## config.mk

```make
export PLATFORM = sky130hd
export DESIGN_NAME = png_stream_writer
export DESIGN_NICKNAME = d
export VERILOG_FILES = /design/src/sv/png_sw_pkg.sv /design/src/sv/png_stream_writer.sv
export VERILOG_INCLUDE_DIRS = /design/src /design/src/sv
export SDC_FILE = /design/constraint.sdc
export NUM_CORES = 1
export LEC_CHECK = 0
export ABC_AREA = 1
export BUFFER_PORTS_ARGS = -buffer_cell sky130_fd_sc_hd__buf_2
export CORE_UTILIZATION = 50
export CTS_CLUSTER_SIZE = 10
export DETAILED_ROUTE_END_ITERATION = 7
export PLACE_DENSITY = 0.66
export SYNTH_ARGS = -nofsm -noshare
export SYNTH_HDL_FRONTEND = slang
export SYNTH_SLANG_ARGS = --single-unit
```

## constraint.sdc

```tcl
create_clock -name clk -period 22.1 [get_ports clk]
set_clock_uncertainty 0.2 [all_clocks]
set_input_delay 1.105 -clock clk [delete_from_list [all_inputs] [get_ports clk]]
set_output_delay 1.105 -clock clk [all_outputs]
set_load 0.05 [all_outputs]
```

## src/sv/assert_macros.svh

```systemverilog
// Assertion macros shared by the PNG stream writer RTL.
// Needs signals named clk and rst_n in the module that uses them.
`ifndef ASSERT_MACROS_SVH
`define ASSERT_MACROS_SVH

// Property that must hold at every clock edge outside reset.
`define PSW_ASSERT(lbl, prop, msg) \
    lbl: assert property (@(posedge clk) disable iff (!rst_n) (prop)) else $error(msg);

// Overlapping implication checked at every clock edge outside reset.
`define PSW_ASSERT_IMP(lbl, ante, cons, msg) \
    lbl: assert property (@(posedge clk) disable iff (!rst_n) (ante) |-> (cons)) else $error(msg);

// Next-cycle implication checked at every clock edge outside reset.
`define PSW_ASSERT_NXT(lbl, ante, cons, msg) \
    lbl: assert property (@(posedge clk) disable iff (!rst_n) (ante) |=> (cons)) else $error(msg);

`endif

```

## src/sv/png_sw_pkg.sv

```systemverilog
// Constants, byte positions and CRC-32 helpers for the PNG stream writer.
// No dependencies; imported by png_stream_writer.
package png_sw_pkg;

    // Image limits and field widths.
    localparam int MAX_WIDTH   = 8192;
    localparam int MAX_HEIGHT  = 8192;
    localparam int DIM_W       = 14;
    localparam int COL_W       = 15;
    localparam int ROW_W       = 13;
    localparam int IDX_W       = 6;
    localparam int CFG_INDEX_W = 2;

    localparam logic [15:0] ADLER_MOD = 16'd65521;

    // Configuration register indexes.
    localparam logic [CFG_INDEX_W-1:0] REG_IMAGE_WIDTH  = 2'd0;
    localparam logic [CFG_INDEX_W-1:0] REG_IMAGE_HEIGHT = 2'd1;

    // Fixed stream content.
    localparam logic [63:0] PNG_SIGNATURE = 64'h8950_4E47_0D0A_1A0A;
    localparam logic [31:0] TAG_IHDR      = 32'h4948_4452;
    localparam logic [31:0] TAG_IDAT      = 32'h4944_4154;
    localparam logic [31:0] TAG_IEND      = 32'h4945_4E44;
    localparam logic [31:0] IHDR_LENGTH   = 32'd13;
    localparam logic [7:0]  IHDR_DEPTH    = 8'd8;
    localparam logic [7:0]  IHDR_COLOR    = 8'd2;
    localparam logic [7:0]  ZLIB_CMF      = 8'h78;
    localparam logic [7:0]  ZLIB_FLG      = 8'h01;

    // Byte positions in the file header burst (signature, IHDR, IDAT start).
    localparam logic [IDX_W-1:0] HDR_IHDR_LEN = 6'd8;
    localparam logic [IDX_W-1:0] HDR_IHDR_TAG = 6'd12;
    localparam logic [IDX_W-1:0] HDR_WIDTH    = 6'd16;
    localparam logic [IDX_W-1:0] HDR_HEIGHT   = 6'd20;
    localparam logic [IDX_W-1:0] HDR_DEPTH    = 6'd24;
    localparam logic [IDX_W-1:0] HDR_COLOR    = 6'd25;
    localparam logic [IDX_W-1:0] HDR_IHDR_CRC = 6'd29;
    localparam logic [IDX_W-1:0] HDR_IDAT_LEN = 6'd33;
    localparam logic [IDX_W-1:0] HDR_IDAT_TAG = 6'd37;
    localparam logic [IDX_W-1:0] HDR_ZLIB_CMF = 6'd41;
    localparam logic [IDX_W-1:0] HDR_ZLIB_FLG = 6'd42;

    // Byte positions in the per-row stored-block header.
    localparam logic [IDX_W-1:0] ROW_FINAL  = 6'd0;
    localparam logic [IDX_W-1:0] ROW_LEN_LO = 6'd1;
    localparam logic [IDX_W-1:0] ROW_LEN_HI = 6'd2;
    localparam logic [IDX_W-1:0] ROW_NLN_LO = 6'd3;
    localparam logic [IDX_W-1:0] ROW_NLN_HI = 6'd4;

    // Byte positions in the closing burst (Adler, IDAT CRC, IEND).
    localparam logic [IDX_W-1:0] TAIL_IDAT_CRC = 6'd4;
    localparam logic [IDX_W-1:0] TAIL_IEND_LEN = 6'd8;
    localparam logic [IDX_W-1:0] TAIL_IEND_TAG = 6'd12;
    localparam logic [IDX_W-1:0] TAIL_IEND_CRC = 6'd16;
    localparam logic [IDX_W-1:0] TAIL_LAST     = 6'd19;

    // Reflected CRC-32 table, one entry per nibble.
    function automatic logic [31:0] crc_nibble(input logic [3:0] n);
        logic [31:0] v;
        case (n)
            4'h0:    v = 32'h0000_0000;
            4'h1:    v = 32'h1db7_1064;
            4'h2:    v = 32'h3b6e_20c8;
            4'h3:    v = 32'h26d9_30ac;
            4'h4:    v = 32'h76dc_4190;
            4'h5:    v = 32'h6b6b_51f4;
            4'h6:    v = 32'h4db2_6158;
            4'h7:    v = 32'h5005_713c;
            4'h8:    v = 32'hedb8_8320;
            4'h9:    v = 32'hf00f_9344;
            4'ha:    v = 32'hd6d6_a3e8;
            4'hb:    v = 32'hcb61_b38c;
            4'hc:    v = 32'h9b64_c2b0;
            4'hd:    v = 32'h86d3_d2d4;
            4'he:    v = 32'ha00a_e278;
            default: v = 32'hbdbd_f21c;
        endcase
        return v;
    endfunction

    // Folds one byte into the running CRC, two nibbles per byte.
    function automatic logic [31:0] crc_byte(input logic [31:0] c, input logic [7:0] b);
        logic [31:0] x;
        x = c ^ {24'd0, b};
        x = (x >> 4) ^ crc_nibble(x[3:0]);
        x = (x >> 4) ^ crc_nibble(x[3:0]);
        return x;
    endfunction

    // Picks byte k of a word, most significant first.
    function automatic logic [7:0] be_byte(input logic [31:0] w, input logic [1:0] k);
        logic [7:0] v;
        case (k)
            2'd0:    v = w[31:24];
            2'd1:    v = w[23:16];
            2'd2:    v = w[15:8];
            default: v = w[7:0];
        endcase
        return v;
    endfunction

endpackage

```

## src/sv/png_stream_writer.sv

```systemverilog
// PNG stream writer: RGB bytes in, PNG file bytes out (stored deflate blocks).
// Depends on png_sw_pkg and assert_macros.svh.
//
//  channel  | signals                                   | direction
//  ---------+-------------------------------------------+----------
//  input    | in_valid, in_ready, pixel_byte            | in
//  output   | out_valid, out_ready, out_byte,           | out
//           | last_of_run, file_done                    |
//  config   | cfg_valid, cfg_ready, cfg_index, cfg_data | in
//
// One output beat leaves per cycle while a byte is held and out_ready is high;
// an input beat yields 1 byte for a plain pixel byte, 7 at a row start, 50 for
// the first byte of a file and 20 more for the last one. The byte sequencer sets this.
// Reset is asynchronous; the block then waits for the first byte of a file.
// A stalled output holds the sequencer, and with it the input register.
`include "assert_macros.svh"

module png_stream_writer
    import png_sw_pkg::*;
(
    input  logic                   clk,
    input  logic                   rst_n,
    input  logic                   in_valid,
    output logic                   in_ready,
    input  logic [7:0]             pixel_byte,
    output logic                   out_valid,
    input  logic                   out_ready,
    output logic [7:0]             out_byte,
    output logic                   last_of_run,
    output logic                   file_done,
    input  logic                   cfg_valid,
    output logic                   cfg_ready,
    input  logic [CFG_INDEX_W-1:0] cfg_index,
    input  logic [DIM_W-1:0]       cfg_data
);

    typedef enum logic [1:0] {
        P_HDR,
        P_ROW,
        P_PIX,
        P_TAIL
    } phase_t;

    typedef enum logic [1:0] {
        CRC_HOLD,
        CRC_FEED,
        CRC_INIT
    } crc_op_t;

    // Registers.
    phase_t           phase_reg, phase_next;
    logic [IDX_W-1:0] idx_reg, idx_next;
    logic [DIM_W-1:0] image_width_reg, image_width_next;
    logic [DIM_W-1:0] image_height_reg, image_height_next;
    logic [DIM_W-1:0] cur_w_reg, cur_w_next;
    logic [DIM_W-1:0] cur_h_reg, cur_h_next;
    logic [31:0]      idat_len_reg, idat_len_next;
    logic [31:0]      crc_reg, crc_next;
    logic [15:0]      adler_low_reg, adler_low_next;
    logic [15:0]      adler_high_reg, adler_high_next;
    logic [COL_W-1:0] column_reg, column_next;
    logic [ROW_W-1:0] row_reg, row_next;
    logic             item_valid_reg, item_valid_next;
    logic [7:0]       pixel_reg, pixel_next;
    logic             out_valid_reg, out_valid_next;
    logic [7:0]       out_byte_reg, out_byte_next;
    logic             last_reg, last_next;
    logic             done_reg, done_next;

    // Sequencer signals.
    logic             advance;
    logic [7:0]       gen_byte;
    crc_op_t          gen_crc;
    logic             gen_adler;
    logic             gen_last;
    logic             gen_done;
    phase_t           gen_phase;
    logic [IDX_W-1:0] gen_idx;
    logic [COL_W-1:0] width3;
    logic [COL_W-1:0] rowlen;
    logic [COL_W-1:0] col_plus;
    logic             row_is_last;
    logic [DIM_W-1:0] sat_w;
    logic [DIM_W-1:0] sat_h;
    logic [16:0]      lo_sum;
    logic [16:0]      hi_sum;
    logic [15:0]      lo_new;
    logic [15:0]      hi_new;

    // Derived row geometry of the current file.
    assign width3      = ({1'b0, cur_w_reg} << 1) + {1'b0, cur_w_reg};
    assign rowlen      = width3 + 15'd1;
    assign col_plus    = column_reg + 15'd1;
    assign row_is_last = (({1'b0, row_reg} + 14'd1) == cur_h_reg);

    // Saturated image size, latched at the first byte of a file.
    assign sat_w = (image_width_reg == '0) ? 14'd1 :
                   ({1'b0, image_width_reg} > 15'(MAX_WIDTH)) ? 14'(MAX_WIDTH) :
                   image_width_reg;
    assign sat_h = (image_height_reg == '0) ? 14'd1 :
                   ({1'b0, image_height_reg} > 15'(MAX_HEIGHT)) ? 14'(MAX_HEIGHT) :
                   image_height_reg;

    // Handshakes.
    assign advance   = item_valid_reg && (!out_valid_reg || out_ready);
    assign in_ready  = !item_valid_reg || (advance && gen_last);
    assign cfg_ready = 1'b1;

    // Byte sequencer: picks the next stream byte and where the sequence goes.
    always_comb
    begin
        gen_byte  = 8'd0;
        gen_crc   = CRC_HOLD;
        gen_adler = 1'b0;
        gen_last  = 1'b0;
        gen_done  = 1'b0;
        gen_phase = phase_reg;
        gen_idx   = idx_reg + 6'd1;
        case (phase_reg)
            P_HDR:
            begin
                if (idx_reg < HDR_IHDR_LEN)
                begin
                    gen_byte = PNG_SIGNATURE[8*(7-idx_reg[2:0]) +: 8];
                end
                else if (idx_reg < HDR_IHDR_TAG)
                begin
                    gen_byte = be_byte(IHDR_LENGTH, idx_reg[1:0]);
                    gen_crc  = CRC_INIT;
                end
                else if (idx_reg < HDR_WIDTH)
                begin
                    gen_byte = be_byte(TAG_IHDR, idx_reg[1:0]);
                    gen_crc  = CRC_FEED;
                end
                else if (idx_reg < HDR_HEIGHT)
                begin
                    gen_byte = be_byte({18'd0, cur_w_reg}, idx_reg[1:0]);
                    gen_crc  = CRC_FEED;
                end
                else if (idx_reg < HDR_DEPTH)
                begin
                    gen_byte = be_byte({18'd0, cur_h_reg}, idx_reg[1:0]);
                    gen_crc  = CRC_FEED;
                end
                else if (idx_reg == HDR_DEPTH)
                begin
                    gen_byte = IHDR_DEPTH;
                    gen_crc  = CRC_FEED;
                end
                else if (idx_reg == HDR_COLOR)
                begin
                    gen_byte = IHDR_COLOR;
                    gen_crc  = CRC_FEED;
                end
                else if (idx_reg < HDR_IHDR_CRC)
                begin
                    gen_crc = CRC_FEED;
                end
                else if (idx_reg < HDR_IDAT_LEN)
                begin
                    gen_byte = be_byte(~crc_reg, 2'(idx_reg - HDR_IHDR_CRC));
                end
                else if (idx_reg < HDR_IDAT_TAG)
                begin
                    gen_byte = be_byte(idat_len_reg, 2'(idx_reg - HDR_IDAT_LEN));
                    gen_crc  = CRC_INIT;
                end
                else if (idx_reg < HDR_ZLIB_CMF)
                begin
                    gen_byte = be_byte(TAG_IDAT, 2'(idx_reg - HDR_IDAT_TAG));
                    gen_crc  = CRC_FEED;
                end
                else if (idx_reg == HDR_ZLIB_CMF)
                begin
                    gen_byte = ZLIB_CMF;
                    gen_crc  = CRC_FEED;
                end
                else
                begin
                    gen_byte  = ZLIB_FLG;
                    gen_crc   = CRC_FEED;
                    gen_phase = P_ROW;
                    gen_idx   = '0;
                end
            end
            P_ROW:
            begin
                gen_crc = CRC_FEED;
                case (idx_reg)
                    ROW_FINAL:  gen_byte = {7'd0, row_is_last};
                    ROW_LEN_LO: gen_byte = rowlen[7:0];
                    ROW_LEN_HI: gen_byte = {1'b0, rowlen[14:8]};
                    ROW_NLN_LO: gen_byte = ~rowlen[7:0];
                    ROW_NLN_HI: gen_byte = {1'b1, ~rowlen[14:8]};
                    default:
                    begin
                        // Filter type byte, counted in Adler-32.
                        gen_byte  = 8'd0;
                        gen_adler = 1'b1;
                        gen_phase = P_PIX;
                        gen_idx   = '0;
                    end
                endcase
            end
            P_PIX:
            begin
                gen_byte  = pixel_reg;
                gen_crc   = CRC_FEED;
                gen_adler = 1'b1;
                gen_idx   = '0;
                if (col_plus == width3 && row_is_last)
                begin
                    gen_phase = P_TAIL;
                end
                else if (col_plus == width3)
                begin
                    gen_phase = P_ROW;
                    gen_last  = 1'b1;
                end
                else
                begin
                    gen_last = 1'b1;
                end
            end
            default:
            begin
                if (idx_reg < TAIL_IDAT_CRC)
                begin
                    gen_byte = be_byte({adler_high_reg, adler_low_reg}, idx_reg[1:0]);
                    gen_crc  = CRC_FEED;
                end
                else if (idx_reg < TAIL_IEND_LEN)
                begin
                    gen_byte = be_byte(~crc_reg, idx_reg[1:0]);
                end
                else if (idx_reg < TAIL_IEND_TAG)
                begin
                    gen_crc = CRC_INIT;
                end
                else if (idx_reg < TAIL_IEND_CRC)
                begin
                    gen_byte = be_byte(TAG_IEND, idx_reg[1:0]);
                    gen_crc  = CRC_FEED;
                end
                else
                begin
                    gen_byte = be_byte(~crc_reg, idx_reg[1:0]);
                    if (idx_reg == TAIL_LAST)
                    begin
                        gen_last  = 1'b1;
                        gen_done  = 1'b1;
                        gen_phase = P_HDR;
                        gen_idx   = '0;
                    end
                end
            end
        endcase
    end

    // Adler-32 step with one conditional subtract per sum.
    always_comb
    begin
        lo_sum = {1'b0, adler_low_reg} + {9'd0, gen_byte};
        lo_new = (lo_sum >= {1'b0, ADLER_MOD}) ? 16'(lo_sum - {1'b0, ADLER_MOD})
                                               : lo_sum[15:0];
        hi_sum = {1'b0, adler_high_reg} + {1'b0, lo_new};
        hi_new = (hi_sum >= {1'b0, ADLER_MOD}) ? 16'(hi_sum - {1'b0, ADLER_MOD})
                                               : hi_sum[15:0];
    end

    // Next state of the whole block.
    always_comb
    begin
        phase_next        = phase_reg;
        idx_next          = idx_reg;
        image_width_next  = image_width_reg;
        image_height_next = image_height_reg;
        cur_w_next        = cur_w_reg;
        cur_h_next        = cur_h_reg;
        crc_next          = crc_reg;
        adler_low_next    = adler_low_reg;
        adler_high_next   = adler_high_reg;
        column_next       = column_reg;
        row_next          = row_reg;
        item_valid_next   = item_valid_reg;
        pixel_next        = pixel_reg;
        out_valid_next    = out_valid_reg;
        out_byte_next     = out_byte_reg;
        last_next         = last_reg;
        done_next         = done_reg;

        // IDAT length follows the latched size; it is read long after the latch.
        idat_len_next = 32'd6 + 32'(cur_h_reg) * (32'(width3) + 32'd6);

        // Configuration writes; indexes beyond the list are dropped.
        if (cfg_valid && cfg_ready)
        begin
            if (cfg_index == REG_IMAGE_WIDTH)
            begin
                image_width_next = cfg_data;
            end
            else if (cfg_index == REG_IMAGE_HEIGHT)
            begin
                image_height_next = cfg_data;
            end
        end

        // Sequencer step and result register load.
        if (advance)
        begin
            phase_next     = gen_phase;
            idx_next       = gen_idx;
            out_valid_next = 1'b1;
            out_byte_next  = gen_byte;
            last_next      = gen_last;
            done_next      = gen_done;
            if (phase_reg == P_HDR && idx_reg == '0)
            begin
                cur_w_next = sat_w;
                cur_h_next = sat_h;
            end
            case (gen_crc)
                CRC_FEED: crc_next = crc_byte(crc_reg, gen_byte);
                CRC_INIT: crc_next = '1;
                default:  crc_next = crc_reg;
            endcase
            if (gen_adler)
            begin
                adler_low_next  = lo_new;
                adler_high_next = hi_new;
            end
            if (phase_reg == P_PIX)
            begin
                if (col_plus == width3)
                begin
                    column_next = '0;
                    row_next    = row_reg + 13'd1;
                end
                else
                begin
                    column_next = col_plus;
                end
            end
            if (gen_done)
            begin
                crc_next        = '1;
                adler_low_next  = 16'd1;
                adler_high_next = 16'd0;
                column_next     = '0;
                row_next        = '0;
            end
        end
        else if (out_ready)
        begin
            out_valid_next = 1'b0;
        end

        // Input register.
        if (in_valid && in_ready)
        begin
            item_valid_next = 1'b1;
            pixel_next      = pixel_byte;
        end
        else if (advance && gen_last)
        begin
            item_valid_next = 1'b0;
        end
    end

    // State and registered outputs.
    always_ff @(posedge clk or negedge rst_n)
    begin
        if (!rst_n)
        begin
            phase_reg        <= P_HDR;
            idx_reg          <= '0;
            image_width_reg  <= 14'd1;
            image_height_reg <= 14'd1;
            cur_w_reg        <= 14'd1;
            cur_h_reg        <= 14'd1;
            idat_len_reg     <= '0;
            crc_reg          <= '1;
            adler_low_reg    <= 16'd1;
            adler_high_reg   <= 16'd0;
            column_reg       <= '0;
            row_reg          <= '0;
            item_valid_reg   <= 1'b0;
            pixel_reg        <= '0;
            out_valid_reg    <= 1'b0;
            out_byte_reg     <= '0;
            last_reg         <= 1'b0;
            done_reg         <= 1'b0;
        end
        else
        begin
            phase_reg        <= phase_next;
            idx_reg          <= idx_next;
            image_width_reg  <= image_width_next;
            image_height_reg <= image_height_next;
            cur_w_reg        <= cur_w_next;
            cur_h_reg        <= cur_h_next;
            idat_len_reg     <= idat_len_next;
            crc_reg          <= crc_next;
            adler_low_reg    <= adler_low_next;
            adler_high_reg   <= adler_high_next;
            column_reg       <= column_next;
            row_reg          <= row_next;
            item_valid_reg   <= item_valid_next;
            pixel_reg        <= pixel_next;
            out_valid_reg    <= out_valid_next;
            out_byte_reg     <= out_byte_next;
            last_reg         <= last_next;
            done_reg         <= done_next;
        end
    end

    assign out_valid   = out_valid_reg;
    assign out_byte    = out_byte_reg;
    assign last_of_run = last_reg;
    assign file_done   = done_reg;

    // The last IEND beat always closes the run of its input beat.
    `PSW_ASSERT_IMP(a_done_is_last, out_valid_reg && done_reg, last_reg, "file_done without last_of_run")
    // Finishing a file returns the sequencer and checksums to their start values.
    `PSW_ASSERT_NXT(a_done_restarts, advance && gen_done, phase_reg == P_HDR && idx_reg == '0 && crc_reg == '1 && adler_low_reg == 16'd1 && adler_high_reg == 16'd0, "file end did not restart")
    // Both Adler sums stay reduced below the modulus.
    `PSW_ASSERT(a_adler_reduced, adler_low_reg < ADLER_MOD && adler_high_reg < ADLER_MOD, "Adler sum out of range")
    // The column counter never reaches the row length.
    `PSW_ASSERT(a_column_range, column_reg < width3, "column counter past row end")

endmodule
```

---- Word level (Yosys, flattened, before mapping) ----
Memories as Yosys holds them, arrays and structs flattened.
Index checks and enable logic that the tools add are counted.
word-level totals
  register bits after elaboration ......... 207
  bits in latches ......................... 0
  RAM bits ................................ 0
  memory bits (read-only) ................. 896
  word-level logic and storage cells ...... 258
  memories ................................ 2
memories
  name             words  width  rd ports  clocked after Yosys merged registers in  write ports  line              text
  (no name shown)  16     28     1         0                                        0            png_sw_pkg.sv:61  case (n)
  (no name shown)  16     28     1         0                                        0            png_sw_pkg.sv:61
cells by class
  add/sub/neg operators ................... 16
  multipliers ............................. 1
  div/mod/pow operators ................... 0
  magnitude comparators ................... 14
  equality and inequality tests ........... 41
  shifts and indexed selects .............. 1
  muxes and demuxes ....................... 119
  bitwise logic cells ..................... 7
  reduce and logical (&&, ||, !) cells .... 39
operator list
  cell                                                                  count
  two-way mux 32 bit                                                    5
  two-way mux 8 bit                                                     15
  one-hot mux 8 bit (3 select lines)                                    5
  two-way mux 6 bit                                                     18
  two-way mux 16 bit                                                    6
  two-way mux 2 bit                                                     33
  one-hot mux 32 bit (2 select lines)                                   1
  variable part select 64 x 33 -> 8 bit (first input constant)          1
  XOR 28 x 32 -> 32 bit                                                 2
  two-way mux 14 bit                                                    4
  two-way mux 15 bit                                                    3
  one-hot mux 8 bit (5 select lines)                                    1
  two-way mux 13 bit                                                    3
  greater-or-equal comparator 17 x 16 -> 1 bit (second input constant)  2
  inverter 32 bit                                                       1
  one-hot mux 8 bit (2 select lines)                                    2
  subtractor 16 bit (second input constant)                             2
  XOR 32 x 8 -> 32 bit                                                  1
  adder 3 x 30 -> 31 bit (first input constant)                         1
  adder 15 x 1 -> 15 bit (second input constant)                        2
  multiplier 14 x 16 -> 30 bit                                          1
  one-hot mux 5 bit (3 select lines)                                    2
  greater-than comparator 14 bit (second input constant)                2
  logical NOT 14 bit                                                    2
  51 further kinds                                                      123

---- Logic depth before layout (Yosys ltp) ----
Gate-level depths: netlist of the first run.
An unclocked memory read counts as a cell.
  word-level depth ........................ 26
  mapped depth ............................ 71
  gate-level depth less buffers ........... 68

---- Least setup slack after synthesis of the first run ----
Ideal clock, no wire load.
  path kind ............................... flip-flop to flip-flop
  from .................................... register cur_w_reg[1]
  to ...................................... register idat_len_reg[28]
  data arrival time ....................... 7.896 ns
  required time ........................... 21.783 ns
  setup slack ............................. 13.887 ns
  cell stages (with the launch flop) ...... 34
  period minus slack after synthesis ...... 8.213 ns
  path through ............................ dfrtp_1 ha_1 fa_1 inv_1 ha_1 or2_2 nor2_1 inv_1 nor2_1 xor2_1 nand2_1 fa_1 inv_1 fa_1 inv_1 fa_1 inv_1 fa_1 fa_1 fa_1 ha_1 a21oi_1 a21boi_1 o21ai_1 a21oi_1 o21ai_1 a21boi_1 o21ai_1 a21boi_1 o21ai_1 nand2_1 nand2_1 nand2_1 nand2_1
between the ends
  word-level cells in the longest chain between the ends .. 4
ends and longest elaborated chain
  item                          line                      text
  from (decl)                   png_stream_writer.sv:55   logic [DIM_W-1:0] cur_w_reg, cur_w_next;
  from (signal assigned)        png_stream_writer.sv:401  cur_w_reg <= cur_w_next;
  adder 15 x 14 -> 15 bit       png_stream_writer.sv:91   assign width3 = ({1'b0, cur_w_reg} << 1) + {1'b0, cur_w_reg};
  adder 15 x 3 -> 16 bit        png_stream_writer.sv:294  idat_len_next = 32'd6 + 32'(cur_h_reg) * (32'(width3) + 32'd6);
  multiplier 14 x 16 -> 30 bit  png_stream_writer.sv:294
  adder 3 x 30 -> 31 bit        png_stream_writer.sv:294
  net idat_len_next[28]         png_stream_writer.sv:57   logic [31:0] idat_len_reg, idat_len_next;
  to (signal assigned)          png_stream_writer.sv:403  idat_len_reg <= idat_len_next;
  to (decl)                     png_stream_writer.sv:57
The timed path passes the listed nets, and every way through them passes these cells.
A chain may end at the register's enable or synchronous reset.

---- Worst setup path in the final report of the first run ----
  from .................................... register idx_reg[0]
  to ...................................... register adler_high_reg[14]
between the ends
  word-level cells in the longest chain between the ends .. 23
ends and longest elaborated chain
  item                                                                               line                                                                          text
  from (decl)                                                                        png_stream_writer.sv:52                                                       logic [IDX_W-1:0] idx_reg, idx_next;
  from (signal assigned)                                                             png_stream_writer.sv:398                                                      idx_reg <= idx_next;
  subtractor 2 x 1 -> 2 bit                                                          png_stream_writer.sv:162, png_stream_writer.sv:166, png_stream_writer.sv:171
  equality test 2 bit (tied with other cells)                                        png_sw_pkg.sv:94                                                              case (k)
  one-hot mux 5 bit (3 select lines)                                                 png_sw_pkg.sv:94
  two-way mux 8 bit                                                                  png_stream_writer.sv:169                                                      else if (idx_reg < HDR_ZLIB_CMF)
  two-way mux 8 bit                                                                  png_stream_writer.sv:164                                                      else if (idx_reg < HDR_IDAT_TAG)
  two-way mux 8 bit                                                                  png_stream_writer.sv:160                                                      else if (idx_reg < HDR_IDAT_LEN)
  two-way mux 8 bit                                                                  png_stream_writer.sv:156                                                      else if (idx_reg < HDR_IHDR_CRC)
  two-way mux 8 bit                                                                  png_stream_writer.sv:151                                                      else if (idx_reg == HDR_COLOR)
  [7 not listed]                                                                     n/a
  net gen_byte[3]                                                                    png_stream_writer.sv:72                                                       logic [7:0] gen_byte;
  adder 16 x 8 -> 17 bit (*)                                                         png_stream_writer.sv:264                                                      lo_sum = {1'b0, adler_low_reg} + {9'd0, gen_byte};
  subtractor 16 bit or greater-or-equal comparator 17 x 16 -> 1 bit (tied branches)  png_stream_writer.sv:265                                                      lo_new = (lo_sum >= {1'b0, ADLER_MOD}) ? 16'(lo_sum - {1'b0, ADLER_MOD})
  two-way mux 16 bit (*)                                                             png_stream_writer.sv:265
  adder 16 x 16 -> 17 bit (*)                                                        png_stream_writer.sv:267                                                      hi_sum = {1'b0, adler_high_reg} + {1'b0, lo_new};
  subtractor 16 bit or greater-or-equal comparator 17 x 16 -> 1 bit (tied branches)  png_stream_writer.sv:268                                                      hi_new = (hi_sum >= {1'b0, ADLER_MOD}) ? 16'(hi_sum - {1'b0, ADLER_MOD})
  two-way mux 16 bit (*)                                                             png_stream_writer.sv:268
  two-way mux 16 bit (*)                                                             png_stream_writer.sv:328                                                      if (gen_adler)
  two-way mux 16 bit (*)                                                             png_stream_writer.sv:345                                                      if (gen_done)
  to (signal assigned)                                                               png_stream_writer.sv:406                                                      adler_high_reg <= adler_high_next;
  to (decl)                                                                          png_stream_writer.sv:60                                                       logic [15:0] adler_high_reg, adler_high_next;
The timed path passes the listed nets; every way through them passes the cells marked *. The select of a mux whose other input is x is not followed.

==> results of run 1 <==
-- cells by family after synthesis --
group                      count (synthesis)
other                                      1
buffers and inverters                    661
AOI/OAI and AO/OA                        472
xor gates and xnor gates                 122
DFF                                      207
and+or+nand+nor                         1478
adders and majority gates                330
-- critical path: cells and delay by family (launching register included) --
family / cells / cell delay (ns)
compound gates: 8 / 1.41
buf+inv: 8 / 1.59
xor+xnor: 2 / 0.46
flops: 1 / 0.46
simple gates: 34 / 4.92
fa+ha+maj: 4 / 1.35
-- cell type report --
type                       count  area [um^2]  share of cell area [%]
multi-input combinational   2403        15700                    62.8
sequential                   207         5230                    20.8
inverter                     569         2140                    8.51
clock buffer                  44          832                    3.32
tap                          607          759                    3.03
timing repair buffer          55          322                    1.28
clock inverter                 8         68.8                   0.274
-- metrics by stage --
stage                     hold slack (ns)  std cells  worst slack [ns]  instance area, um^2  util, %
after CTS                           0.288       3893             11.67                25100     54.0
after floorplan                     0.242       3271             13.89                23500        -
after global placement              0.261       3841             12.08                24200     52.1
final                               0.284       3893             11.53                25100     54.0
after global routing                0.315       3893             10.43                25100     54.0
after detailed placement            0.275       3841             11.71                24200     52.1
-- final timing paths --
kind                            slack [ns]        from                 end
worst max-delay path                 11.53  idx_reg[0]  adler_high_reg[14]
worst min-delay path                  0.28   file_done           file_done
worst max register to register       11.53  idx_reg[0]  adler_high_reg[14]
worst min register to register        0.28   file_done           file_done
max in group asynchronous            20.01       rst_n    idat_len_reg[10]
min in group asynchronous             0.30       rst_n       column_reg[6]
-- synth_stat cells (all sizes together) (2+ instances only) --
library cell	count
xor2	98
nand3b	9
o221ai	14
and3	2
nor4	13
clkinv	12
o211ai	15
nand4	51
ha	159
a211oi	3
nand3	224
buf	35
dfstp	37
nor2	229
or2	6
clkbuf	57
nor3	33
a21boi	7
a22o	2
dfrtp	170
a21oi	131
o31ai	10
o21bai	7
a32oi	4
o2111ai	2
o22ai	47
a31oi	10
a221oi	3
fa	171
o311ai	2
o21ai	206
nand2	908
a41oi	3
xnor2	24
o21a	3
inv	557
-- metal layers --
metal	track usage (%)	vias up	share of wire [%]
met2	51.6	891	45
met5	0	-	0
met3	4.99	176	7.6
met4	11.7	0	3.8
li1	-	10400	-
met1	44.2	10700	44
==> run_results.csv, run 1 <==
group,metric,value,unit
run_status,outcome,"complete, no violations",
clock_network,cts_max_level,1,
worst_hold_path,hold_path_depth,2,
synth,synth_top_area_share,18.1,%
sta,fin_crit,10.57,ns
synth,yosys_warnings,0,
worst_hold_path,holdCritPathClass,"flip-flop to flip-flop",
worst_setup_path,rr_worst_depth,56,
route,drt_first_iter_violations,1927,
synth,synth-adder-area-share,23.0,%
global_route,grt_antenna_before_repair,1,
synth,synthMuxAreaShare,0,%
route,via_count,22200,
clock_network,clk-insertion-delay-late,0.58,ns
sta,slew_headroom,16.7,%
layout,layout_common_cells,"844 x nand2_1, 537 x inv_1, 215 x nand3_1",
job,maxCapViolCount,0,
synth,ys_types,63,
synth,async_flop_share,100,%
synth,synth_ff_type,"dfrtp_1",
sta,min_period_over_period,47.8,%
route,drcViolationCount,0,
synth,syn-num-nets,3630,
clock_network,root_buffer,"clkbuf_16",
global_route,grt_pass1_vias,21800,
clock_network,cts_hold_buf,0,
layout,drive_gt1_share,8.31,%
floorplanning,rows,79,
worst_setup_path,crit_fanout,30,
synth,synth-seq-cells,207,
synth,synth_edf_count,0,
clock_network,cts_tree,"yes",
floorplanning,die_w,219,um
clock_network,cts_sinks,207,
route,drt_pass1_iterations,6,
worst_setup_path,path_class,"flip-flop to flip-flop",
sta,tightest_slew,1.25,ns
floorplanning,core,46500,um^2
worst_setup_path,max_stage_delay,0.79,ns
sta,finalSetupViolations,0,
synth,ys_seq_area_share,22.2,%
floorplanning,die_area,47900,um^2
synth,syn_area,23500,um^2
synth,synth_xor_area_share,4.61,%
route,viasPerCell,5.71,
layout,nets,3623,
worst_setup_path,worstPathRequired,22.31,ns
place,routabilityCongestion,1.00,
global_route,grtUsageTotal,32.3,%
route,totalWireLength,75600,um
synth,netlist_instances,3271,
clock_network,post_cts_buffers,0,
floorplanning,die_h,219,um
place,io_buffers,40,
synth,avgSynthCellArea,7.19,um^2
sta,rsz0062_at_grt,"false",
global_route,grt_pass1_wl,120000,um
layout,largest_reg_flops,32,
route,ant_nets,0,
worst_setup_path,cpMostUsedCell,"nand2_1",
layout,nFillCells,4522,
sta,slew_violations,0,
global_route,grt_max_degree,74,
worst_setup_path,cp.arrival,10.78,ns
synth,synth_compound_area_share,11.5,%
floorplanning,pin_count,42,
synth,synth_top_family_by_area,"simple AND/OR/NAND/NOR gates",
synth,yosys.area.top_type,"dfrtp_1",
worst_setup_path,crit_path_end_kind,"flip-flop",
sta,setup-tns-final,0,ns
worst_setup_path,worstSetupStartpointType,"flip-flop",
clock_network,cts_buffer_depth,3,
layout,final_common_cell,"nand2_1",
sta,hold_viol_final,0,
sta,fmax,0.0946,GHz
worst_setup_path,crit_slowest_cell,"clkinv_1",
global_route,overflow,0,
synth,synth_area_leaders,"dfrtp_1 18%, fa_1 15%, nand2_1 13%",
synth,yosys.area_share.simple,27.7,%
clock_network,cts_resized,0,
place,post-dp-hpwl,59100,um
layout,n_antenna_cell,0,
clock_network,clkTransAtPathRegs,0.06,ns
route,drt-wirelength-per-cell,19.4,um
layout,area_growth,6.72,%
clock_network,numCtsBuffers,28,
floorplanning,initial_utilization,50.6,%
Power of run 1 is left out: the tool's default activity adds up to more than one toggle a clock period on the data nets, which glitch-free logic cannot reach.
==> run 2, diff against run 1 <==
PLACE_DENSITY = 0.68   (was 0.66)
clock period = 8.7 ns   (was 22.1 ns; I/O delays follow)
==> run_results.csv, run 2 (synthesis results as in run 1) <==
group,metric,value,unit
worst_setup_path,cp.arrival,8.54,ns
floorplanning,die_h,219,um
layout,final_common_cell,"nand2_1",
clock_network,cts_tree,"yes",
global_route,grt_pass1_vias,22900,
global_route,grt_max_degree,86,
route,totalWireLength,81800,um
layout,post-route-util,59.4,%
layout,largest_reg_flops,32,
clock_network,root_buffer,"clkbuf_16",
layout,nFillCells,4287,
worst_setup_path,crit_path_end_kind,"flip-flop",
sta,rsz0062_at_grt,"true",
route,ant_nets,0,
clock_network,clkTransAtPathRegs,0.06,ns
sta,slew_violations,0,
floorplanning,pin_count,42,
worst_setup_path,max_stage_delay,0.60,ns
layout,area_growth,17.3,%
sta,slew_headroom,18.4,%
place,post-dp-hpwl,63900,um
worst_setup_path,crit_slowest_cell,"fa_2",
run_status,outcome,"complete, no violations",
layout,seqCellArea,5230,um^2
sta,finalSetupViolations,0,
global_route,grt_pass1_wl,128000,um
place,io_buffers,40,
clock_network,cts_buffer_depth,3,
clock_network,cts_sinks,207,
sta,min_period_over_period,95.1,%
floorplanning,core,46500,um^2
place,routabilityCongestion,1.00,
route,drcViolationCount,0,
worst_hold_path,holdCritPathClass,"input port to flip-flop",
worst_setup_path,worstSetupStartpointType,"flip-flop",
route,via_count,23400,
layout,nets,3845,
sta,tightest_slew,1.22,ns
route,drt_first_iter_violations,2165,
clock_network,clk-insertion-delay-late,0.59,ns
sta,fin_ws,0.424,ns
sta,hold_viol_final,0,
clock_network,numCtsBuffers,29,
floorplanning,die_area,47900,um^2
sta,fin_crit,8.28,ns
worst_setup_path,path_class,"flip-flop to flip-flop",
global_route,grt_antenna_before_repair,0,
worst_setup_path,cpMostUsedCell,"fa_1",
route,drt_pass1_iterations,5,
route,viasPerCell,5.68,
job,maxCapViolCount,0,
place,place_ws,0.130,ns
layout,multi_input_area,16400,um^2
sta,fmax,0.121,GHz
global_route,overflow,0,
clock_network,cts_max_level,1,
worst_setup_path,worstPathRequired,8.96,ns
floorplanning,initial_utilization,50.6,%
global_route,grtUsageTotal,34.5,%
floorplanning,die_w,219,um
floorplanning,rows,79,
layout,n_antenna_cell,0,
route,drt-wirelength-per-cell,19.9,um
layout,layout_common_cells,"823 x nand2_1, 526 x inv_1, 202 x nand3_1",
worst_setup_path,r2r_setup_slack,0.42,ns
layout,drive_gt1_share,16.6,%
worst_setup_path,crit_fanout,7,
## run 2: changes by cell type in the layout (fill, tap and decap cells not counted), moves of 14 or more
cell / delta
ha_1: -17
a21oi_1: -14
dlygate4sd3_1: +32
nand2_1: -21
o21ai_0: -18
buf_4: +177
nand2_2: +14
## run 2: worst max-delay path, delay by kind of cell, from the launching register on
family                   cells  cell delay (ns)
adder cells (fa/ha/maj)     10             4.40
AO/OA/AOI/OAI                7             1.11
AND/OR/NAND/NOR              6             0.96
buffers and inverters        7             0.86
XOR/XNOR                     1             0.22
flip-flops                   1             0.41
## run 2: repair_timing
action	CTS	global route
hold endpoints to repair	101	0
endpoints found under the setup margin	0	23
hold buffers	32	0
resized for setup	0	177
buffers inserted	0	30
## run 2: area by class of cell
type                            count  area share, %
Clock buffer                       44           2.94
Clock inverter                     10          0.336
Inverter                          569           7.80
Multi-Input combinational cell   2403           59.3
Sequential cell                   207           19.0
Tap cell                          607           2.75
Timing Repair Buffer              276           7.85
## run 2: final timing paths
path / start / cells after the start / to
worst max register to register: cur_w_reg[1] / 31 / idat_len_reg[27]
worst max-delay path: cur_w_reg[1] / 31 / idat_len_reg[27]
min in group asynchronous: rst_n / 2 / pixel_reg[7]
max in group asynchronous: rst_n / 3 / cur_w_reg[5]
worst min-delay path: in_valid / 3 / item_valid_reg
worst min register to register: adler_low_reg[9] / 2 / adler_low_reg[9]
## run 2: routing by layer
metal	track usage [%]	vias to the layer above	part of all wire, %
met2	55.9	994	46
met5	0	-	0
met1	46.2	11300	42
met3	4.42	243	7.1
met4	15.4	0	4.8
li1	-	10800	-
## run 2: metrics by stage
stage / std cells / TNS [ns] / hold WS [ns] / instance area, um^2
global placement: 3997 / 0 / 0.263 / 25400
global route: 4116 / -1.53 / 0.137 / 27600
detailed placement: 3997 / 0 / 0.273 / 25400
floorplan: 3271 / 0 / -0.0606 / 23500
finish: 4116 / 0 / 0.0894 / 27600
CTS: 4083 / 0 / 0.0666 / 26600
Power of run 2 is left out for the same reason.
